File: src/sv/scs_pkg.sv
package scs_pkg;

  // step count limit and the widths that follow from it
  localparam int unsigned MaxSteps = 32767;
  localparam int unsigned MagW     = $clog2(MaxSteps + 1);
  localparam int unsigned MulW     = MagW + 4;

  // configuration registers
  localparam int unsigned CfgW   = 16;
  localparam int unsigned CfgIdxW = 1;
  localparam logic [CfgIdxW-1:0] RegHalfPeriod = 1'b0;
  localparam logic [CfgIdxW-1:0] RegFireTicks  = 1'b1;
  localparam logic [CfgW-1:0] HalfPeriodReset = 16'd4;
  localparam logic [CfgW-1:0] FireTicksReset  = 16'd100;

  // queue between front and back
  localparam int unsigned QueueDepth = 2;
  localparam int unsigned QueuePtrW  = $clog2(QueueDepth);
  localparam int unsigned QueueCntW  = $clog2(QueueDepth + 1);

  // characters of interest
  localparam logic [7:0] ChNewline = 8'h0a;
  localparam logic [7:0] ChColon   = 8'h3a;
  localparam logic [7:0] ChFire    = 8'h66;
  localparam logic [7:0] ChPlus    = 8'h2b;
  localparam logic [7:0] ChMinus   = 8'h2d;
  localparam logic [7:0] ChSpace   = 8'h20;
  localparam logic [7:0] ChTab     = 8'h09;
  localparam logic [7:0] ChCr      = 8'h0d;
  localparam logic [7:0] ChZero    = 8'h30;
  localparam logic [7:0] ChNine    = 8'h39;

  // count parser phases
  typedef enum logic [1:0] {
    PhWs     = 2'd0,
    PhSign   = 2'd1,
    PhDigits = 2'd2,
    PhDone   = 2'd3
  } parse_phase_e;

  typedef struct packed {
    parse_phase_e    phase;
    logic            neg;
    logic [MagW-1:0] mag;
  } parse_t;

  // classified item handed from front to back
  typedef struct packed {
    logic       is_tick;
    logic       is_newline;
    logic       is_colon;
    logic       is_fire;
    logic       is_plus;
    logic       is_minus;
    logic       is_space;
    logic       is_digit;
    logic [3:0] digit;
  } item_t;

  typedef struct packed {
    logic [CfgW-1:0] half_period;
    logic [CfgW-1:0] fire_ticks;
  } cfg_t;

  typedef struct packed {
    logic x_step;
    logic x_dir;
    logic x_en;
    logic y_step;
    logic y_dir;
    logic y_en;
    logic fire;
  } pins_t;

  typedef struct packed {
    pins_t pins;
    logic  busy;
    logic  dropped;
  } result_t;

endpackage

File: src/sv/scs_front.sv
module scs_front (
  input  logic          req_type_i,
  input  logic [7:0]    rx_byte_i,
  output scs_pkg::item_t item_o
);

  logic [7:0] digit_off;

  // byte classes used by the line parser
  assign digit_off = rx_byte_i - scs_pkg::ChZero;

  always_comb begin
    item_o.is_tick    = req_type_i;
    item_o.is_newline = (rx_byte_i == scs_pkg::ChNewline);
    item_o.is_colon   = (rx_byte_i == scs_pkg::ChColon);
    item_o.is_fire    = (rx_byte_i == scs_pkg::ChFire);
    item_o.is_plus    = (rx_byte_i == scs_pkg::ChPlus);
    item_o.is_minus   = (rx_byte_i == scs_pkg::ChMinus);
    item_o.is_space   = (rx_byte_i == scs_pkg::ChSpace) ||
                        ((rx_byte_i >= scs_pkg::ChTab) && (rx_byte_i <= scs_pkg::ChCr));
    item_o.is_digit   = (rx_byte_i >= scs_pkg::ChZero) && (rx_byte_i <= scs_pkg::ChNine);
    item_o.digit      = digit_off[3:0];
  end

endmodule

File: src/sv/scs_queue.sv
module scs_queue (
  input  logic           clk_i,
  input  logic           rst_ni,
  input  logic           push_i,
  input  scs_pkg::item_t push_item_i,
  output logic           ready_o,
  input  logic           pop_i,
  output logic           valid_o,
  output scs_pkg::item_t pop_item_o
);

  scs_pkg::item_t                   mem_q [scs_pkg::QueueDepth];
  logic [scs_pkg::QueuePtrW-1:0]    wr_ptr_q, rd_ptr_q;
  logic [scs_pkg::QueueCntW-1:0]    cnt_q;
  logic                             do_push, do_pop;

  assign ready_o    = (cnt_q != scs_pkg::QueueCntW'(scs_pkg::QueueDepth));
  assign valid_o    = (cnt_q != '0);
  assign pop_item_o = mem_q[rd_ptr_q];
  assign do_push    = push_i && ready_o;
  assign do_pop     = pop_i && valid_o;

  // pointers and fill count
  always_ff @(posedge clk_i or negedge rst_ni) begin
    if (!rst_ni) begin
      wr_ptr_q <= '0;
      rd_ptr_q <= '0;
      cnt_q    <= '0;
    end else begin
      if (do_push) begin
        wr_ptr_q <= (wr_ptr_q == scs_pkg::QueuePtrW'(scs_pkg::QueueDepth - 1)) ?
                    '0 : wr_ptr_q + 1'b1;
      end
      if (do_pop) begin
        rd_ptr_q <= (rd_ptr_q == scs_pkg::QueuePtrW'(scs_pkg::QueueDepth - 1)) ?
                    '0 : rd_ptr_q + 1'b1;
      end
      if (do_push && !do_pop) begin
        cnt_q <= cnt_q + 1'b1;
      end else if (do_pop && !do_push) begin
        cnt_q <= cnt_q - 1'b1;
      end
    end
  end

  // entry storage
  always_ff @(posedge clk_i) begin
    if (do_push) begin
      mem_q[wr_ptr_q] <= push_item_i;
    end
  end

endmodule

File: src/sv/scs_back.sv
module scs_back (
  input  logic             clk_i,
  input  logic             rst_ni,
  input  scs_pkg::cfg_t    cfg_i,
  input  logic             item_valid_i,
  input  scs_pkg::item_t   item_i,
  output logic             pop_o,
  output logic             out_valid_o,
  input  logic             out_ready_i,
  output scs_pkg::result_t result_o
);

  typedef enum logic [2:0] {
    RunIdle = 3'd0,
    RunFire = 3'd1,
    RunXHi  = 3'd2,
    RunXLo  = 3'd3,
    RunYHi  = 3'd4,
    RunYLo  = 3'd5
  } run_e;

  run_e                         run_q, run_d;
  logic                         line_empty_q, line_empty_d;
  logic                         fire_line_q, fire_line_d;
  logic                         second_q, second_d;
  scs_pkg::parse_t              x_q, x_d, y_q, y_d;
  logic [scs_pkg::MagW-1:0]     pulses_q, pulses_d, pulses_dec;
  logic [scs_pkg::CfgW-1:0]     ticks_q, ticks_d, hp_load, fire_load;
  scs_pkg::pins_t               pins_q, pins_d;
  logic                         dropped;
  logic                         start_y;
  logic                         out_valid_q;
  scs_pkg::result_t             result_q;

  // one byte step of the count parser
  function automatic scs_pkg::parse_t feed(scs_pkg::parse_t p, scs_pkg::item_t it);
    scs_pkg::parse_t          r;
    logic [scs_pkg::MulW-1:0] prod;
    r    = p;
    prod = scs_pkg::MulW'({p.mag, 3'b000}) + scs_pkg::MulW'({p.mag, 1'b0}) +
           scs_pkg::MulW'(it.digit);
    if (p.phase == scs_pkg::PhWs && it.is_space) begin
      r = p;
    end else if (p.phase == scs_pkg::PhWs && it.is_plus) begin
      r.phase = scs_pkg::PhSign;
    end else if (p.phase == scs_pkg::PhWs && it.is_minus) begin
      r.neg   = 1'b1;
      r.phase = scs_pkg::PhSign;
    end else if (p.phase == scs_pkg::PhDone) begin
      r = p;
    end else if (it.is_digit) begin
      if (prod > scs_pkg::MulW'(scs_pkg::MaxSteps)) begin
        r.mag = scs_pkg::MagW'(scs_pkg::MaxSteps);
      end else begin
        r.mag = prod[scs_pkg::MagW-1:0];
      end
      r.phase = scs_pkg::PhDigits;
    end else begin
      r.phase = scs_pkg::PhDone;
    end
    return r;
  endfunction

  assign pop_o      = item_valid_i && (!out_valid_q || out_ready_i);
  assign hp_load    = (cfg_i.half_period == '0) ? scs_pkg::CfgW'(1) : cfg_i.half_period;
  assign fire_load  = (cfg_i.fire_ticks == '0) ? scs_pkg::CfgW'(1) : cfg_i.fire_ticks;
  assign pulses_dec = (pulses_q != '0) ? pulses_q - 1'b1 : pulses_q;

  // next state for the popped item
  always_comb begin
    run_d        = run_q;
    line_empty_d = line_empty_q;
    fire_line_d  = fire_line_q;
    second_d     = second_q;
    x_d          = x_q;
    y_d          = y_q;
    pulses_d     = pulses_q;
    ticks_d      = ticks_q;
    pins_d       = pins_q;
    dropped      = 1'b0;
    start_y      = 1'b0;

    if (item_i.is_tick) begin
      if (run_q != RunIdle) begin
        if (ticks_q > scs_pkg::CfgW'(1)) begin
          ticks_d = ticks_q - 1'b1;
        end else begin
          case (run_q)
            RunFire: begin
              pins_d.fire = 1'b0;
              run_d       = RunIdle;
            end
            RunXHi: begin
              pins_d.x_step = 1'b0;
              ticks_d       = hp_load;
              run_d         = RunXLo;
            end
            RunXLo: begin
              pulses_d = pulses_dec;
              if (pulses_dec != '0) begin
                pins_d.x_step = 1'b1;
                ticks_d       = hp_load;
                run_d         = RunXHi;
              end else begin
                pins_d.x_en = 1'b1;
                start_y     = 1'b1;
              end
            end
            RunYHi: begin
              pins_d.y_step = 1'b0;
              ticks_d       = hp_load;
              run_d         = RunYLo;
            end
            RunYLo: begin
              pulses_d = pulses_dec;
              if (pulses_dec != '0) begin
                pins_d.y_step = 1'b1;
                ticks_d       = hp_load;
                run_d         = RunYHi;
              end else begin
                pins_d.y_en = 1'b1;
                run_d       = RunIdle;
              end
            end
            default: run_d = RunIdle;
          endcase
        end
      end
    end else if (run_q != RunIdle) begin
      dropped = 1'b1;
    end else if (item_i.is_newline) begin
      // end of line: clear line state and launch the command
      line_empty_d = 1'b1;
      fire_line_d  = 1'b0;
      second_d     = 1'b0;
      x_d          = '{phase: scs_pkg::PhWs, neg: 1'b0, mag: '0};
      if (fire_line_q) begin
        pins_d.fire = 1'b1;
        ticks_d     = fire_load;
        run_d       = RunFire;
        y_d         = '{phase: scs_pkg::PhWs, neg: 1'b0, mag: '0};
      end else if (x_q.mag != '0) begin
        pins_d.x_dir  = !x_q.neg;
        pins_d.x_en   = 1'b0;
        pins_d.x_step = 1'b1;
        pulses_d      = x_q.mag;
        ticks_d       = hp_load;
        run_d         = RunXHi;
      end else begin
        start_y = 1'b1;
      end
    end else begin
      if (line_empty_q && item_i.is_fire) begin
        fire_line_d = 1'b1;
      end
      line_empty_d = 1'b0;
      if (item_i.is_colon) begin
        second_d = 1'b1;
      end else if (!second_q) begin
        x_d = feed(x_q, item_i);
      end else begin
        y_d = feed(y_q, item_i);
      end
    end

    // y move launch, from a finished x move or a line without x count
    if (start_y) begin
      y_d = '{phase: scs_pkg::PhWs, neg: 1'b0, mag: '0};
      if (y_q.mag == '0) begin
        run_d = RunIdle;
      end else begin
        pins_d.y_dir  = !y_q.neg;
        pins_d.y_en   = 1'b0;
        pins_d.y_step = 1'b1;
        pulses_d      = y_q.mag;
        ticks_d       = hp_load;
        run_d         = RunYHi;
      end
    end
  end

  // state and output register
  always_ff @(posedge clk_i or negedge rst_ni) begin
    if (!rst_ni) begin
      run_q        <= RunIdle;
      line_empty_q <= 1'b1;
      fire_line_q  <= 1'b0;
      second_q     <= 1'b0;
      x_q          <= '{phase: scs_pkg::PhWs, neg: 1'b0, mag: '0};
      y_q          <= '{phase: scs_pkg::PhWs, neg: 1'b0, mag: '0};
      pulses_q     <= '0;
      ticks_q      <= '0;
      pins_q       <= '0;
      out_valid_q  <= 1'b0;
      result_q     <= '0;
    end else begin
      if (pop_o) begin
        run_q        <= run_d;
        line_empty_q <= line_empty_d;
        fire_line_q  <= fire_line_d;
        second_q     <= second_d;
        x_q          <= x_d;
        y_q          <= y_d;
        pulses_q     <= pulses_d;
        ticks_q      <= ticks_d;
        pins_q       <= pins_d;
        out_valid_q  <= 1'b1;
        result_q     <= '{pins: pins_d, busy: (run_d != RunIdle), dropped: dropped};
      end else if (out_ready_i) begin
        out_valid_q <= 1'b0;
      end
    end
  end

  assign out_valid_o = out_valid_q;
  assign result_o    = result_q;

endmodule

File: src/sv/serial_command_stepper_sequencer.sv
// channel  | handshake             | payload
// ---------+-----------------------+---------------------------------------------
// input    | in_valid_i/in_ready_o | req_type_i, rx_byte_i
// result   | out_valid_o/out_ready_i | x/y step, dir, enable, fire, busy, dropped
// config   | cfg_we_i              | cfg_idx_i, cfg_data_i
//
// one item per cycle sustained while results are taken; the back state is registered when its item is popped
// an accepted item passes the queue entry, then the result register, before its result
// is offered and can be taken
// reset: pins low, parser and sequencer idle, half_period 4, fire_ticks 100
// a stalled result holds the back part; the two-entry queue takes at most two more items,
// then in_ready_o stays low until the result is taken
module serial_command_stepper_sequencer (
  input  logic                         clk_i,
  input  logic                         rst_ni,
  input  logic                         in_valid_i,
  output logic                         in_ready_o,
  input  logic                         req_type_i,
  input  logic [7:0]                   rx_byte_i,
  output logic                         out_valid_o,
  input  logic                         out_ready_i,
  output logic                         x_step_o,
  output logic                         x_dir_o,
  output logic                         x_enable_level_o,
  output logic                         y_step_o,
  output logic                         y_dir_o,
  output logic                         y_enable_level_o,
  output logic                         fire_out_o,
  output logic                         busy_res_o,
  output logic                         byte_dropped_o,
  input  logic                         cfg_we_i,
  input  logic [scs_pkg::CfgIdxW-1:0]  cfg_idx_i,
  input  logic [scs_pkg::CfgW-1:0]     cfg_data_i
);

  scs_pkg::item_t   front_item, queue_item;
  scs_pkg::cfg_t    cfg_q;
  scs_pkg::result_t result;
  logic             queue_valid, back_pop;

  // configuration registers
  always_ff @(posedge clk_i or negedge rst_ni) begin
    if (!rst_ni) begin
      cfg_q.half_period <= scs_pkg::HalfPeriodReset;
      cfg_q.fire_ticks  <= scs_pkg::FireTicksReset;
    end else if (cfg_we_i) begin
      case (cfg_idx_i)
        scs_pkg::RegHalfPeriod: cfg_q.half_period <= cfg_data_i;
        scs_pkg::RegFireTicks:  cfg_q.fire_ticks  <= cfg_data_i;
        default: cfg_q <= cfg_q;
      endcase
    end
  end

  // byte classification
  scs_front u_front (
    .req_type_i (req_type_i),
    .rx_byte_i  (rx_byte_i),
    .item_o     (front_item)
  );

  // decoupling queue
  scs_queue u_queue (
    .clk_i       (clk_i),
    .rst_ni      (rst_ni),
    .push_i      (in_valid_i),
    .push_item_i (front_item),
    .ready_o     (in_ready_o),
    .pop_i       (back_pop),
    .valid_o     (queue_valid),
    .pop_item_o  (queue_item)
  );

  // line parser and motion sequencer
  scs_back u_back (
    .clk_i        (clk_i),
    .rst_ni       (rst_ni),
    .cfg_i        (cfg_q),
    .item_valid_i (queue_valid),
    .item_i       (queue_item),
    .pop_o        (back_pop),
    .out_valid_o  (out_valid_o),
    .out_ready_i  (out_ready_i),
    .result_o     (result)
  );

  assign x_step_o         = result.pins.x_step;
  assign x_dir_o          = result.pins.x_dir;
  assign x_enable_level_o = result.pins.x_en;
  assign y_step_o         = result.pins.y_step;
  assign y_dir_o          = result.pins.y_dir;
  assign y_enable_level_o = result.pins.y_en;
  assign fire_out_o       = result.pins.fire;
  assign busy_res_o       = result.busy;
  assign byte_dropped_o   = result.dropped;

endmodule

File: config.mk
export PLATFORM = sky130hd
export DESIGN_NAME = serial_command_stepper_sequencer
export DESIGN_NICKNAME = d
export VERILOG_FILES = /design/src/sv/scs_pkg.sv /design/src/sv/scs_front.sv /design/src/sv/scs_queue.sv /design/src/sv/scs_back.sv /design/src/sv/serial_command_stepper_sequencer.sv
export SDC_FILE = /design/constraint.sdc
export NUM_CORES = 1
export LEC_CHECK = 0
export BUFFER_PORTS_ARGS = -buffer_cell sky130_fd_sc_hd__buf_2
export CAP_MARGIN = 20
export CORE_MARGIN = 2
export CORE_UTILIZATION = 50
export DETAILED_ROUTE_END_ITERATION = 8
export GPL_TIMING_DRIVEN = 0
export PLACE_DENSITY = 0.64
export SLEW_MARGIN = 20
export SYNTH_ARGS = -nofsm -noshare
export SYNTH_HDL_FRONTEND = slang
export SYNTH_SLANG_ARGS = --single-unit
File: constraint.sdc
create_clock -name clk_i -period 6.7 [get_ports clk_i]
set_input_delay 2.01 -clock clk_i [delete_from_list [all_inputs] [get_ports clk_i]]
set_output_delay 2.01 -clock clk_i [all_outputs]
set_load 0.01 [all_outputs]
# Word level (Yosys, flattened, before mapping)
# Memories as Yosys holds them, arrays and structs flattened.
# Cells that the tools add are included.
dict set report totals {
  wordCells 270
  memories 1
  ff_bits 119
  out_inout_bits 11
  inputBits 31
  ramBits 24
}
# name words width rd rd_ports_with_merged_regs write_ports line_no
set mem_list {}
lappend mem_list {u_queue.mem_q 2 12 1 0 1 scs_queue.sv:12} ;# scs_pkg::item_t mem_q [scs_pkg::QueueDepth];
dict set report op_classes {
  order_cmp 7
  bitwise 5
  reduce_logical 62
  eq_ne 39
  n_addsub 11
  muxes 118
}
# op n
set ops {}
lappend ops {{15-bit 2-to-1 mux} 19}
lappend ops {{16-bit 2-to-1 mux} 14}
lappend ops {{18-bit 2-to-1 mux} 12}
lappend ops {{3-bit 2-to-1 mux} 19}
lappend ops {{15-bit nonzero test} 3}
lappend ops {{1-bit 2-to-1 mux} 40}
lappend ops {{18-bit by 16-bit adder with 19-bit output} 2}
lappend ops {{19-bit by 4-bit adder with 19-bit output} 2}
lappend ops {{19-bit by 15-bit greater-than comparator with 1-bit output (second input constant)} 2}
lappend ops {{8-bit by 6-bit equality test with 1-bit output (second input constant)} 4}
lappend ops {{16-bit logical NOT} 2}
lappend ops {{16-bit case mux with 2 select lines} 1}
lappend ops {{9-bit AND reduction} 3}
lappend ops {{2-bit inequality test (second input constant)} 12}
lappend ops {{2-bit 2-to-1 mux} 10}
lappend ops {{2-bit nonzero test} 10}
lappend ops {{16-bit by 1-bit greater-than comparator with 1-bit output (second input constant)} 1}
lappend ops {{8-bit AND reduction} 2}
lappend ops {{16-bit by 1-bit subtractor with 16-bit output (second input constant)} 1}
lappend ops {{15-bit logical NOT} 1}
lappend ops {{3-bit nonzero test} 5}
lappend ops {{15-bit by 1-bit subtractor with 15-bit output (second input constant)} 1}
lappend ops {{1-bit logical AND} 14}
lappend ops {{7-bit AND reduction} 2}
lappend ops {{33 further kinds} 60}

# Longest topological paths before layout
dict set report logic_depth {
  depth_word 15
  ltp_mapped 16
}

# Cells and area by module
# Synthesis repeated with hierarchy kept, for this count alone.
dict set report unflattened {
  cells_unflattened 1132
  area_unflattened_um2 10435.0
}
# module cells_per_inst seq_area_each_um2 area_per_inst_um2 n_inst
set by_module_without_submodules {}
lappend by_module_without_submodules {scs_back 982 2078.2 7916.3 1}
lappend by_module_without_submodules {serial_command_stepper_sequencer 69 805.8 1257.5 1}
lappend by_module_without_submodules {scs_queue 55 820.8 1078.5 1}
lappend by_module_without_submodules {scs_front 26 0.0 182.7 1}

# Worst setup path before layout
# Ideal clock, no wire load.
dict set report synth_timing {
  path_kind {register to register}
  start {reg u_queue.rd_ptr_q}
  end {reg u_back.y_q[1] (netlist name)}
  n_path_buf 3
  required_ns 6.617
  setup_slack_ns 2.856
  path_stages_with_launch 15
  arrival_time_ns 3.761
  synth_period_minus_slack_ns 3.844
  setup_ns 0.083
  path_cell_list {dfrtp_1 -> clkbuf_1 -> clkbuf_1 -> mux2i_1 -> fa_1 -> fa_1 -> nor2b_1 -> o31a_1 -> o211ai_1 -> a21oi_1 -> nor3_1 -> a31oi_1 -> clkbuf_1 -> nor3_1 -> o21ai_0}
}
dict set report synth_between {
  elab_chain_cells 15
  elab_cells_between_ends 32
  cone_classes {add/sub: 1; order compare: 1; eq/ne: 8; mux: 15; reduce/logical: 6; memory: 1}
}
# element line_no
set synth_rtl {}
lappend synth_rtl {{start, declared} scs_queue.sv:13} ;# logic [scs_pkg::QueuePtrW-1:0] wr_ptr_q, rd_ptr_q;
lappend synth_rtl {{start signal, assigned} scs_queue.sv:35} ;# rd_ptr_q <= (rd_ptr_q == scs_pkg::QueuePtrW'(scs_pkg::QueueDepth - 1)) ?
lappend synth_rtl {{memory 2 x 12 bit (*)} -}
lappend synth_rtl {{19-bit by 4-bit adder with 19-bit output} scs_back.sv:40} ;# prod = scs_pkg::MulW'({p.mag, 3'b000}) + scs_pkg::MulW'({p.mag, 1'b0}) +
lappend synth_rtl {{19-bit by 15-bit greater-than comparator with 1-bit output} scs_back.sv:52} ;# if (prod > scs_pkg::MulW'(scs_pkg::MaxSteps)) begin
lappend synth_rtl {{15-bit 2-to-1 mux} scs_back.sv:52}
lappend synth_rtl {{15-bit 2-to-1 mux} scs_back.sv:51} ;# end else if (it.is_digit) begin
lappend synth_rtl {{15-bit 2-to-1 mux} scs_back.sv:49} ;# end else if (p.phase == scs_pkg::PhDone) begin
lappend synth_rtl {{15-bit 2-to-1 mux} scs_back.sv:46} ;# end else if (p.phase == scs_pkg::PhWs && it.is_minus) begin
lappend synth_rtl {{16-bit 2-to-1 mux} scs_back.sv:44} ;# end else if (p.phase == scs_pkg::PhWs && it.is_plus) begin
lappend synth_rtl {{18-bit 2-to-1 mux} scs_back.sv:42} ;# if (p.phase == scs_pkg::PhWs && it.is_space) begin
lappend synth_rtl {{18-bit 2-to-1 mux} scs_back.sv:159} ;# end else if (!second_q) begin
lappend synth_rtl {{18-bit 2-to-1 mux} scs_back.sv:157} ;# if (item_i.is_colon) begin
lappend synth_rtl {{18-bit 2-to-1 mux} scs_back.sv:131} ;# end else if (item_i.is_newline) begin
lappend synth_rtl {{18-bit 2-to-1 mux} scs_back.sv:129} ;# end else if (run_q != RunIdle) begin
lappend synth_rtl {{18-bit 2-to-1 mux} scs_back.sv:83} ;# if (item_i.is_tick) begin
lappend synth_rtl {{18-bit 2-to-1 mux} scs_back.sv:167} ;# if (start_y) begin
lappend synth_rtl {{end signal, assigned} scs_back.sv:190} ;# y_q <= '{phase: scs_pkg::PhWs, neg: 1'b0, mag: '0};
lappend synth_rtl {{end signal, assigned} scs_back.sv:203} ;# y_q <= y_d;
lappend synth_rtl {{end, declared} scs_back.sv:26} ;# scs_pkg::parse_t x_q, x_d, y_q, y_d;
# Every way passes the cells marked *; elsewhere a longest branch is shown, timed or not. The select of a mux whose other input is x is not followed.
# A chain may end at the register's enable or synchronous reset.

# Worst setup path in the final report
dict set report layout_timing {
  start {reg u_queue.rd_ptr_q}
  end {reg u_back.x_q[1] (netlist name)}
}
dict set report layout_between {
  elab_chain_cells 12
  elab_cells_between_ends 24
  cone_classes {add/sub: 1; order compare: 1; eq/ne: 6; mux: 9; bitwise: 1; reduce/logical: 5; memory: 1}
}
# element line_no
set layout_rtl {}
lappend layout_rtl {{memory 2 x 12 bit (*)} -}
lappend layout_rtl {{19-bit by 4-bit adder with 19-bit output} scs_back.sv:40}
lappend layout_rtl {{19-bit by 15-bit greater-than comparator with 1-bit output} scs_back.sv:52}
lappend layout_rtl {{15-bit 2-to-1 mux} scs_back.sv:52}
lappend layout_rtl {{15-bit 2-to-1 mux} scs_back.sv:51}
lappend layout_rtl {{15-bit 2-to-1 mux} scs_back.sv:49}
lappend layout_rtl {{15-bit 2-to-1 mux} scs_back.sv:46}
lappend layout_rtl {{16-bit 2-to-1 mux} scs_back.sv:44}
lappend layout_rtl {{18-bit 2-to-1 mux} scs_back.sv:42}
lappend layout_rtl {{18-bit 2-to-1 mux} scs_back.sv:159}
lappend layout_rtl {{18-bit 2-to-1 mux} scs_back.sv:157}
lappend layout_rtl {{18-bit 2-to-1 mux} scs_back.sv:131}
lappend layout_rtl {{end signal, assigned} scs_back.sv:189} ;# x_q <= '{phase: scs_pkg::PhWs, neg: 1'b0, mag: '0};
lappend layout_rtl {{end, declared} scs_back.sv:26}
# Marked as above.

==> qor.yml <==
total_via_count_in_the_routed_design: 9779
timing.critical_path.depth: 14
tritoncts.num_buffers: 17
fmax_ghz: 0.206
violations: "DRC"
p_leak_uw: 0.00485
drc: 1
cts.hold.buffers_added: 0
synth-async-reset-ratio_pct: 83.2
ctsResizeCount: 0
min_delay_path_depth: 2
final_net_count: 1337
max-clock-path-buffers: 2
synth_ff_type: "dfrtp_1"
grt_setup_unrepaired: "false"
diodes: 0
netlist_top_cells_area: "dfrtp_1 28%, ha_1 7.7%, edfxtp_1 7.1%"
timing.hold.worst.class: "flop to flop"
cp_data_required_time_ns: 7.05
grt_antenna_before_repair: 0
post_drt_via_cell_ratio: 6.43
grt_pass1_wl_mm: 51.0
mappedNetlistArea_um2: 10200
synth_warnings: 0
ir_worst_vdd_mv: 0.197
wl_per_cell_um: 21.1
firstDrtPassIters: 9
worst_clock_skew_ns: 0.0130
drt-total-wl_mm: 32.1
clkSlewWorstSetupHoldPaths_ns: 0.08
floorplan.rows: 52
cts_tree: "yes"
path_cells: "clkbuf_1 > clkbuf_1 > mux2i_1 > fa_1 > fa_1 > nor2b_1 > o21ai_0 > a21boi_0 > o21ai_0 > a211oi_1 > o22a_1 > clkbuf_1 > nor2_1 > o21ai_0"
layout_common_cells: "120 x nand2_1, 114 x dfrtp_1, 101 x nor2_1"
die-height_um: 147
fraction_of_layout_instances_using_a_drive_strength_above_1_pct: 12.2
syn_area_per_cell_um2: 8.65
power.density_nw_per_um2: 383
clock_sinks: 143
die_width_um: 147
via_count_of_the_first_global_routing_pass: 9032
synth_edf_count: 24
half_perimeter_wire_length_of_the_detailed_placement_result_mm: 23.7
fp.dieArea_um2: 21500
synth-seq-cells: 143
critical_path.slowest_cell: "fa_1"
setup.worst_path.start_class: "flop"
place_area_um2: 10800
gpl_congestion: 0.949
io_pins: 42
worst_skew_pair.late_latency_ns: 0.44
overall_track_demand_over_capacity_in_global_routing_pct: 30.0
power_uw: 4360
pin_count_of_the_biggest_net_entering_global_routing: 65
worst-path-buf-inv: 3
yosysTopAreaCellShare_pct: 28.0
maxCapViolCount: 0
path_max_fanout: 10
worst_slew_pin_slew_ns: 1.07
synthDominantAreaCellType: "dfrtp_1"
report.final.setup_viol: 0
synthesis.instances: 1178
finalHoldViolations: 0
run_status: "finished, violations left"
layout_commonest_cell: "nand2_1"
design.core.area_um2: 20100
reg2reg_depth: 14
grt_remaining_overflow: 0
synth_fp_nets: 1276
floorplan.initialDensity_pct: 50.7
post-cts-setup-buffer-count: 0
timing.slew.headroom_pct: 27.9
min_cycle_time_layout_ns: 4.86
max_stage_delay_ns: 0.53
period_share_pct: 72.6
netlist-cell-type-count: 83
path_delay_family: "compound AO/OA/AOI/OAI gates"
cts_root_buffer: "clkbuf_16"
ctsHtreeMaxLevel: 4
slew_viol_final: 0
tns_ns: 0
crit_path_end_kind: "flop"
postLayoutCellArea_um2: 11400
cp_data_arrival_time_ns: 5.21
worst-setup-path-type: "flop to flop"
ant_nets: 0
detailedRoute.firstIterationViolations: 1122
sequential_fraction_of_the_synthesis_area_pct: 36.4
area.growth.synth_to_final_pct: 11.8
io_buffer_count: 41
## final cells by class
| cell class | count | area [µm²] |
|---|---|---|
| multi-input combinational | 924 | 6070 |
| clock buffer | 17 | 425 |
| fill | 1858 | 8710 |
| buffer | 63 | 255 |
| timing repair buffer | 42 | 239 |
| inverter | 48 | 180 |
| clock inverter | 15 | 181 |
| tap | 270 | 338 |
| sequential | 143 | 3700 |
## registers in the layout, summed over array words and instances (netlist names), 2 cells and up
signal           cells
u_back.x_q          18
u_back.ticks_q      16
cfg_q               32
u_queue.mem_q       24
u_back.y_q          18
u_queue.cnt_q        2
u_back.pins_q        7
u_back.run_q         3
u_back.pulses_q     15
u_back.result_o      2
## cell families (layout without fill, tap and decap cells)
kind of cell / count (synthesis) / after routing / synth area share (%)
AO/OA/AOI/OAI: 359 / 359 / 23.1
buffers and inverters: 111 / 185 / 4.27
multiplexers: 40 / 40 / 4.38
XOR/XNOR: 25 / 25 / 2.15
flip-flops: 143 / 143 / 36.4
adder cells (fa/ha/maj): 68 / 68 / 8.62
AND/OR/NAND/NOR: 432 / 432 / 21.1
## worst paths after layout
kind	startpoint	to	slack [ns]
min in group asynchronous	rst_ni	cfg_q[26]	1.56
setup / recovery	u_queue.rd_ptr_q	u_back.x_q[1]	1.84
hold reg to reg	u_back.result_o[0]	u_back.result_o[0]	0.48
setup reg to reg	u_queue.rd_ptr_q	u_back.x_q[1]	1.84
max in group asynchronous	rst_ni	u_back.line_empty_q	4.39
hold / removal	u_back.result_o[0]	u_back.result_o[0]	0.48
## cells in the mapped netlist, drive strengths merged (5+ instances only)
cell type and count:
nand2 120, dfrtp 114, o21ai 104, nor2 101, a21oi 82, ha 63
clkbuf 51, nor3 51, inv 48, mux2 37, nor4 36, nand3 35
a31oi 26, edfxtp 24, xnor2 18, o211ai 17, and3 16, o31ai 14
buf 12, or3 11, a311oi 10, a222oi 9, nand2b 9, o21a 9
a211oi 8, a21o 8, nand4 8, nor2b 7, xor2 7, a41oi 6
nor4b 6, a211o 5, and2 5, dfstp 5, o21bai 5, o41ai 5
or2 5, or4 5
## through the flow
step	instances	hold slack [ns]	util (%)	worst slack [ns]
CTS	1522	0.493	56.6	1.85
finish	1522	0.478	56.7	1.84
global route	1522	0.506	56.7	1.47
global placement	1489	0.457	53.4	1.95
detailed placement	1490	0.478	53.6	1.88
floorplan	1178	0.436	-	2.86
## layer usage
metal	up-vias	share of wire (%)	track usage (%)
met5	-	0	0
met2	485	43	44.7
met1	4653	46	44.7
met4	0	2.3	8.40
met3	65	9.0	5.84
li1	4576	-	-
## worst min-delay path, stage by stage (launching register included)
cell	delay (ns)
dfrtp_1	0.34
nand2_1	0.05
o31ai_1	0.06
## where the power goes
group,switching (µW),total (µW),leakage (µW),internal (µW)
registers,278,1400,0.00169,1120
clock network,462,970,0.000297,508
logic,1260,1990,0.00286,732
total,2000,4360,0.00485,2360
Note: power is estimated with default switching activity, not from simulation.
